## config.mk

```make
export PLATFORM = sky130hd
export DESIGN_NAME = bptc_196_96_decoder_unit
export DESIGN_NICKNAME = d
export VERILOG_FILES = /design/src/bptc_pkg.sv /design/src/bptc_196_96_decoder_unit.sv /design/src/bptc_ctrl.sv /design/src/bptc_datapath.sv
export SDC_FILE = /design/constraint.sdc
export NUM_CORES = 1
export LEC_CHECK = 0
export BUFFER_PORTS_ARGS = -buffer_cell sky130_fd_sc_hd__buf_2
export CORE_ASPECT_RATIO = 1.5
export CORE_MARGIN = 4
export CORE_UTILIZATION = 28
export CTS_BUF_LIST = sky130_fd_sc_hd__clkbuf_4 sky130_fd_sc_hd__clkbuf_8 sky130_fd_sc_hd__clkbuf_16
export CTS_CLUSTER_DIAMETER = 150
export DETAILED_ROUTE_END_ITERATION = 6
export GPL_TIMING_DRIVEN = 1
export PLACE_DENSITY_LB_ADDON = 0.25
export RECOVER_POWER = 100
export SYNTH_ARGS = -nofsm -noshare
export SYNTH_HDL_FRONTEND = slang
export SYNTH_HIERARCHICAL = 1
export SYNTH_SLANG_ARGS = --single-unit
```

## constraint.sdc

```tcl
create_clock -name clock -period 11.83 [get_ports clock]
set_input_delay 2.366 -clock clock [delete_from_list [all_inputs] [get_ports clock]]
set_output_delay 2.366 -clock clock [all_outputs]
set_load 0.03 [all_outputs]
```

## src/bptc_pkg.sv

```systemverilog
// Package with constants, tables, syndrome functions and control types for the BPTC decoder.
`timescale 1ns / 1ps

package bptc_pkg;

   localparam int CwBits = 196;
   localparam int CwBytes = 25;
   localparam int DataBytes = 12;
   localparam int DataBits = 96;
   localparam int MatRows = 13;
   localparam int MatCols = 15;
   localparam int DataRows = 9;
   localparam int RowDataBits = 11;
   localparam int FirstRowSkip = 3;
   localparam int Interleave = 181;

   localparam logic [4:0] LastByteIdx = 5'(CwBytes - 1);
   localparam logic [3:0] LastColStep = 4'(MatCols - 1);
   localparam logic [3:0] LastRowStep = 4'(DataRows - 1);
   localparam logic [3:0] LastOutStep = 4'(DataBytes - 1);

   // Bit position named by each column syndrome; ColHit marks the syndromes that name a bit.
   localparam logic [3:0] ColPos [16] = '{
      4'd0, 4'd12, 4'd11, 4'd8, 4'd10, 4'd4, 4'd7, 4'd2,
      4'd9, 4'd0, 4'd3, 4'd5, 4'd6, 4'd0, 4'd1, 4'd0
   };
   localparam logic [15:0] ColHit = 16'b1101_1101_1111_1110;

   localparam logic [3:0] RowPos [16] = '{
      4'd0, 4'd14, 4'd13, 4'd10, 4'd12, 4'd6, 4'd9, 4'd4,
      4'd11, 4'd0, 4'd5, 4'd7, 4'd8, 4'd1, 4'd3, 4'd2
   };

   typedef struct packed {
      logic col_step;
      logic row_step;
      logic row_first;
      logic out_shift;
   } ctrl_cmd_type;

   typedef struct packed {
      logic frame_done;
      logic rx_full;
   } dp_status_type;

   function automatic logic [3:0] col_syndrome(input logic [12:0] w);
      logic [3:0] s;
      s[3] = ^(w & 13'h026B);
      s[2] = ^(w & 13'h04D7);
      s[1] = ^(w & 13'h09AF);
      s[0] = ^(w & 13'h1135);
      return s;
   endfunction

   function automatic logic [3:0] row_syndrome(input logic [14:0] w);
      logic [3:0] s;
      s[3] = ^(w & 15'h09AF);
      s[2] = ^(w & 15'h135E);
      s[1] = ^(w & 15'h26BC);
      s[0] = ^(w & 15'h44D7);
      return s;
   endfunction

endpackage

```

## src/bptc_196_96_decoder_unit.sv

```systemverilog
// Top level of the BPTC(196,96) decoder: joins the controller and the datapath to the stream ports.
// The input stream carries one 196-bit codeword as 25 byte transfers, first bit in bit 7 of
// each byte; the low four bits of the last byte are dropped. req_tuser set on a transfer
// restarts the codeword at that byte. The transfer of the 25th byte loads the deinterleaved
// code matrix, and the decoder then checks 15 columns with Hamming(13,9), one per cycle, and
// 9 rows with Hamming(15,11), one per cycle, repairing single-bit errors. After the row
// checks it presents 12 result transfers of one data byte each, with the repair and failure
// counts of the codeword alongside and rsp_tlast on the twelfth. Input bytes of the next
// codeword are taken during decoding and output; only its 25th byte waits until the previous
// codeword has fully left.
// When the receiver holds rsp_tready low, the current result stays on the port unchanged.
// Reset clears the byte count, the counts and the controller; no result is pending after it.
`timescale 1ns / 1ps

module bptc_196_96_decoder_unit
   import bptc_pkg::*;
(
   input  logic        clock,
   input  logic        reset,
   input  logic        req_tvalid,
   output logic        req_tready,
   input  logic [7:0]  req_tdata,   // [7:0] code_byte
   input  logic        req_tuser,   // [0] first_of_frame
   output logic        rsp_tvalid,
   input  logic        rsp_tready,
   output logic [23:0] rsp_tdata,   // [7:0] data_byte, [11:8] columns_repaired,
                                    // [15:12] rows_repaired, [19:16] columns_unrepairable
   output logic        rsp_tlast
);

   ctrl_cmd_type  cmd;
   dp_status_type status;
   logic          req_fire;
   logic [7:0]    data_byte;
   logic [3:0]    columns_repaired;
   logic [3:0]    rows_repaired;
   logic [3:0]    columns_unrepairable;

   assign req_fire = req_tvalid && req_tready;

   bptc_ctrl u_ctrl (
      .clock      (clock),
      .reset      (reset),
      .status     (status),
      .rsp_tready (rsp_tready),
      .rsp_tvalid (rsp_tvalid),
      .rsp_tlast  (rsp_tlast),
      .req_tready (req_tready),
      .cmd        (cmd)
   );

   bptc_datapath u_datapath (
      .clock                (clock),
      .reset                (reset),
      .req_fire             (req_fire),
      .code_byte            (req_tdata),
      .first_of_frame       (req_tuser),
      .cmd                  (cmd),
      .status               (status),
      .data_byte            (data_byte),
      .columns_repaired     (columns_repaired),
      .rows_repaired        (rows_repaired),
      .columns_unrepairable (columns_unrepairable)
   );

   assign rsp_tdata = {4'h0, columns_unrepairable, rows_repaired, columns_repaired, data_byte};

endmodule

```

## src/bptc_ctrl.sv

```systemverilog
// Controller state machine that sequences column checks, row checks and result transfers.
`timescale 1ns / 1ps

module bptc_ctrl
   import bptc_pkg::*;
(
   input  logic          clock,
   input  logic          reset,
   input  dp_status_type status,
   input  logic          rsp_tready,
   output logic          rsp_tvalid,
   output logic          rsp_tlast,
   output logic          req_tready,
   output ctrl_cmd_type  cmd
);

   typedef enum logic [1:0] {
      IDLE,
      COLS,
      ROWS,
      SEND
   } state_type;

   state_type  state_ff;
   logic [3:0] step_ff;
   logic       valid_ff;
   logic       last_ff;

   always_ff @(posedge clock) begin
      if (reset) begin
         state_ff <= IDLE;
         step_ff  <= '0;
         valid_ff <= 1'b0;
         last_ff  <= 1'b0;
      end else begin
         unique case (state_ff)
            IDLE: begin
               if (status.frame_done) begin
                  state_ff <= COLS;
                  step_ff  <= '0;
               end
            end
            COLS: begin
               if (step_ff == LastColStep) begin
                  state_ff <= ROWS;
                  step_ff  <= '0;
               end else begin
                  step_ff <= step_ff + 4'd1;
               end
            end
            ROWS: begin
               if (step_ff == LastRowStep) begin
                  state_ff <= SEND;
                  step_ff  <= '0;
                  valid_ff <= 1'b1;
                  last_ff  <= 1'b0;
               end else begin
                  step_ff <= step_ff + 4'd1;
               end
            end
            SEND: begin
               if (rsp_tready) begin
                  if (step_ff == LastOutStep) begin
                     state_ff <= IDLE;
                     step_ff  <= '0;
                     valid_ff <= 1'b0;
                     last_ff  <= 1'b0;
                  end else begin
                     step_ff <= step_ff + 4'd1;
                     last_ff <= (step_ff == LastOutStep - 4'd1);
                  end
               end
            end
            default: begin
               state_ff <= IDLE;
            end
         endcase
      end
   end

   assign rsp_tvalid    = valid_ff;
   assign rsp_tlast     = last_ff;
   assign req_tready    = !((state_ff != IDLE) && status.rx_full);
   assign cmd.col_step  = (state_ff == COLS);
   assign cmd.row_step  = (state_ff == ROWS);
   assign cmd.row_first = (state_ff == ROWS) && (step_ff == '0);
   assign cmd.out_shift = (state_ff == SEND) && rsp_tready;

endmodule

```

## src/bptc_datapath.sv

```systemverilog
// Datapath with receive register, code matrix, Hamming check units, counts and output buffer.
`timescale 1ns / 1ps

module bptc_datapath
   import bptc_pkg::*;
(
   input  logic          clock,
   input  logic          reset,
   input  logic          req_fire,
   input  logic [7:0]    code_byte,
   input  logic          first_of_frame,
   input  ctrl_cmd_type  cmd,
   output dp_status_type status,
   output logic [7:0]    data_byte,
   output logic [3:0]    columns_repaired,
   output logic [3:0]    rows_repaired,
   output logic [3:0]    columns_unrepairable
);

   logic [4:0]        count_ff;
   logic [4:0]        count_in;
   logic [4:0]        byte_idx;
   logic              frame_done;
   logic [CwBits-1:0] rx_ff;
   logic [CwBits-1:0] rx_in;

   logic [MatCols-1:0] mat_ff [MatRows];
   logic [MatCols-1:0] mat_in [MatRows];
   logic [MatCols-1:0] load_mat [MatRows];

   logic [MatRows-1:0] col_word;
   logic [MatRows-1:0] col_fixed;
   logic [3:0]         col_syn;
   logic               col_hit;
   logic               col_fail;

   logic [MatCols-1:0]     row_fixed;
   logic [3:0]             row_syn;
   logic                   row_hit;
   logic [RowDataBits-1:0] row_bits;

   logic [DataBits-1:0] obuf_ff;
   logic [DataBits-1:0] obuf_in;

   logic [3:0] col_fix_ff;
   logic [3:0] row_fix_ff;
   logic [3:0] col_fail_ff;

   assign byte_idx   = first_of_frame ? 5'd0 : count_ff;
   assign frame_done = req_fire && (byte_idx == LastByteIdx);
   assign count_in   = (byte_idx == LastByteIdx) ? 5'd0 : byte_idx + 5'd1;

   always_comb begin
      rx_in = rx_ff;
      for (int j = 0; j < CwBits; j++) begin
         if (byte_idx == 5'(j / 8)) begin
            rx_in[j] = code_byte[3'(7 - (j % 8))];
         end
      end
   end

   for (genvar r = 0; r < MatRows; r++) begin : g_load_row
      for (genvar c = 0; c < MatCols; c++) begin : g_load_col
         localparam int Src = ((1 + MatCols * r + c) * Interleave) % CwBits;
         assign load_mat[r][c] = rx_in[Src];
      end
   end

   always_comb begin
      for (int r = 0; r < MatRows; r++) begin
         col_word[r] = mat_ff[r][0];
      end
      col_syn   = col_syndrome(col_word);
      col_hit   = (col_syn != 4'd0) && ColHit[col_syn];
      col_fail  = (col_syn != 4'd0) && !ColHit[col_syn];
      col_fixed = col_hit ? (col_word ^ (13'd1 << ColPos[col_syn])) : col_word;

      row_syn   = row_syndrome(mat_ff[0]);
      row_hit   = (row_syn != 4'd0);
      row_fixed = row_hit ? (mat_ff[0] ^ (15'd1 << RowPos[row_syn])) : mat_ff[0];
      for (int k = 0; k < RowDataBits; k++) begin
         row_bits[RowDataBits - 1 - k] = row_fixed[k];
      end
   end

   always_comb begin
      priority if (frame_done) begin
         for (int r = 0; r < MatRows; r++) begin
            mat_in[r] = load_mat[r];
         end
      end else if (cmd.col_step) begin
         for (int r = 0; r < MatRows; r++) begin
            mat_in[r] = {col_fixed[r], mat_ff[r][MatCols-1:1]};
         end
      end else if (cmd.row_step) begin
         for (int r = 0; r < MatRows - 1; r++) begin
            mat_in[r] = mat_ff[r + 1];
         end
         mat_in[MatRows - 1] = row_fixed;
      end else begin
         for (int r = 0; r < MatRows; r++) begin
            mat_in[r] = mat_ff[r];
         end
      end
   end

   always_comb begin
      priority if (cmd.row_step && cmd.row_first) begin
         obuf_in = {obuf_ff[DataBits-9:0], row_bits[RowDataBits-FirstRowSkip-1:0]};
      end else if (cmd.row_step) begin
         obuf_in = {obuf_ff[DataBits-RowDataBits-1:0], row_bits};
      end else if (cmd.out_shift) begin
         obuf_in = {obuf_ff[DataBits-9:0], 8'h00};
      end else begin
         obuf_in = obuf_ff;
      end
   end

   always_ff @(posedge clock) begin
      if (reset) begin
         count_ff    <= '0;
         col_fix_ff  <= '0;
         row_fix_ff  <= '0;
         col_fail_ff <= '0;
      end else begin
         if (req_fire) begin
            count_ff <= count_in;
         end
         if (frame_done) begin
            col_fix_ff  <= '0;
            row_fix_ff  <= '0;
            col_fail_ff <= '0;
         end else begin
            if (cmd.col_step && col_hit) begin
               col_fix_ff <= col_fix_ff + 4'd1;
            end
            if (cmd.col_step && col_fail) begin
               col_fail_ff <= col_fail_ff + 4'd1;
            end
            if (cmd.row_step && row_hit) begin
               row_fix_ff <= row_fix_ff + 4'd1;
            end
         end
      end
   end

   always_ff @(posedge clock) begin
      if (req_fire) begin
         rx_ff <= rx_in;
      end
      for (int r = 0; r < MatRows; r++) begin
         mat_ff[r] <= mat_in[r];
      end
      obuf_ff <= obuf_in;
   end

   assign status.frame_done    = frame_done;
   assign status.rx_full       = (count_ff == LastByteIdx);
   assign data_byte            = obuf_ff[DataBits-1:DataBits-8];
   assign columns_repaired     = col_fix_ff;
   assign rows_repaired        = row_fix_ff;
   assign columns_unrepairable = col_fail_ff;

endmodule

```

==> run metrics <==
Yosys cell types 70; Max Fclk 0.127 GHz; Fillers 7151; top cells by area, synth edfxtp_1, mux2_2, mux2i_1; YS warnings 6; Post-DRT Antenna Nets 0; area grow syn2layout 12.1%; Seq cells post-synth 412; WS Path Type input port to flop; number of nets in the layout 1570; placed cell area 0.0212 mm²; critical path required time 12.32 ns; Post-CTS Resized 0; hold slack 0.464 ns; Final Critical Period 7.88 ns; final wirelength 48.8 mm; Max-Cap Viols 5; cells after synthesis 1537; number of global-route vias before repair 12200; average wire per cell in the routed design 19.6 µm; slew of the pin with the lowest slew margin 4.37 ns; diode count 0; # hold bufs at CTS 0; endpoint class of the critical path flop; Post-Syn Area 0.0202 mm²; first-pass GRT wire length 73.7 mm; drt drc 0; Post-CTS Setup Bufs 0; post-synthesis compound-gate area fraction 5.34%; Synth Flop Type edfxtp_1; Synth Area in Simple Gates 7.97%; max-slew violations 295; Root Buffer clkbuf_16; CTS sink cnt 412; Tightest Hold Check Type flop to flop; Final Hold Vio Count 0; XOR/XNOR Fraction of Synth Area 3.86%; CTS Buf Count 44; setup TNS 0 ns; GRT overflow 0; die width 227 µm; RSZ-0062 raised after global routing false; clock transition at the registers of the reported paths 0.06 ns; LEAKAGE 7.15 nW; I/O pins 40; starting density of the core 28.3%; Max-slew headroom -192%; core area 0.0715 mm²; largest net degree at the start of global routing 119; Die H 337 µm; FFs w/ async S/R, synth 0%; post-synth top area share 57.5%; TritonCTS clock tree yes; failing checks capacitance limit, slew limit; Crit Path Max Fanout 71; PortBufs 31; Cell Pwr Density 136 mW/mm²; first drt pass iteration count 5; most common cell in the netlist edfxtp_1; post-route cell area 0.0227 mm²; cell taking the most area after synthesis edfxtp_1; drt initial violations 807; Seq/Total Area, Yosys 60.0%; Clk Latency, worst-skew pair 0.59 ns; GRT Util Overall 12.5%; Adder-Cell Fraction of Synth Area 1.36%; hpwl dp 31.3 mm; status finished, violations left; Clock Skew 0.0286 ns; CP Launch Type input port; die area 0.0766 mm²; htree depth 2; initial antenna violation count 0; mux contribution to synthesized area 19.1%; layout cells sized above 1 15.5%; Post-synth EDFFs 387; clock buffer depth 3; num rows 120; Vias/cell 4.74; Tcrit/Tclk final 66.6%; Final setup viols 0; syn_area_per_cell 13.1 µm²; vias 11800; post-route insts no fill 2485; cell total after placement 2404; main combinational cell family by area after synthesis multiplexers; Max VDD drop 91.1 µV; CP arrival 8.37 ns; Final GP Congestion 0.804; top cells by count, synth edfxtp_1, mux2_2, mux2i_1, nor2_1, nand2_1
[layout by cell type (no fill, tap or decap), types with 8 or more instances in the layout]
cell type  Yosys  layout
edfxtp_1     387     387
mux2i_1      180     180
nor2_1       161     162
nand2_1      131     131
mux2_2       181     124
o21ai_0       93      94
mux2_1         0      57
xnor2_1       50      51
clkbuf_16      0      46
clkbuf_1      70      30
a21oi_1       27      27
xor2_1        26      26
dfxtp_1       25      25
ha_1          22      21
nand3_1       21      20
inv_1         15      14
clkbuf_4       0      12
a211oi_1      11      11
nand2b_1       9       9
o22ai_1        8       8
[report_power, final]
part	switching, mW	leakage (nW)	internal (mW)
Clock	0.599	0.759	0.859
Combinational	0.0297	2.44	0.00900
Sequential	0.00235	3.95	1.59
[area by class of cell]
| type | instances | area [µm²] | share of cell area [%] |
|---|---|---|---|
| Sequential cell | 412 | 12100 | 53.5 |
| Multi-Input combinational cell | 1019 | 7610 | 33.6 |
| Clock buffer | 62 | 1300 | 5.72 |
| Tap cell | 915 | 1140 | 5.05 |
| Clock inverter | 19 | 233 | 1.03 |
| Timing Repair Buffer | 43 | 195 | 0.861 |
| Inverter | 15 | 63.8 | 0.282 |
[registers in the layout, summed over array words and instances, names as in the netlist]
signal,count
u_datapath/rows_repaired,4
u_datapath/mat_ff,195
u_datapath/count_ff,5
u_datapath/columns_repaired,4
u_datapath/columns_unrepairable,4
u_ctrl/rsp_tlast,1
u_ctrl/state_ff,2
u_datapath/rx_ff,96
u_ctrl/rsp_tvalid,1
u_datapath/obuf_ff,96
u_ctrl/step_ff,4
[cell families (layout without fill, tap and decap cells)]
group	Yosys count	in the layout
other	1	4
XOR/XNOR	83	83
flip-flops	412	412
AO/OA/AOI/OAI	176	176
AND/OR/NAND/NOR	372	372
adder cells (fa/ha/maj)	22	22
buffers and inverters	109	139
multiplexers	362	362
[stage by stage]
| step | setup slack [ns] | util (%) | power [mW] |
|---|---|---|---|
| after global routing | 3.26 | 31.7 | 3.20 |
| after CTS | 6.49 | 31.8 | 3.14 |
| after global placement | 5.93 | 29.7 | 1.66 |
| after floorplan | 0.875 | - | 1.64 |
| final | 3.95 | 31.7 | 3.09 |
| after detailed placement | 5.87 | 29.7 | 1.66 |
[routing by layer]
layer | global-route usage [%] | routed length, µm | vias to the layer above | part of all wire (%)
met5 | 0 | 0 | - | 0
met2 | 22.6 | 25600 | 180 | 52
met1 | 14.7 | 20100 | 5901 | 41
met4 | 4.34 | 1550 | 0 | 3.2
met3 | 2.20 | 1510 | 77 | 3.1
li1 | - | - | 5632 | -
[worst max-delay path, cell delays in order]
cell and delay [ns]:
buf_2 0.07, and2_0 1.96, clkbuf_1 3.17, o2111ai_1 0.45, a21oi_1 0.32
[final timing paths]
check                                 startpoint                                   to  slack, ns  depth (start not counted)
max                                   req_tvalid  u_datapath/count_ff[2]$_SDFFE_PP0P_       3.95                          5
min                u_ctrl/rsp_tlast$_SDFFE_PP0P_        u_ctrl/rsp_tlast$_SDFFE_PP0P_       0.46                          2
max reg2reg  u_datapath/count_ff[2]$_SDFFE_PP0P_  u_datapath/count_ff[2]$_SDFFE_PP0P_       4.79                          7
min reg2reg        u_ctrl/rsp_tlast$_SDFFE_PP0P_        u_ctrl/rsp_tlast$_SDFFE_PP0P_       0.46                          2
No activity file was read; power rests on OpenSTA's default activity.
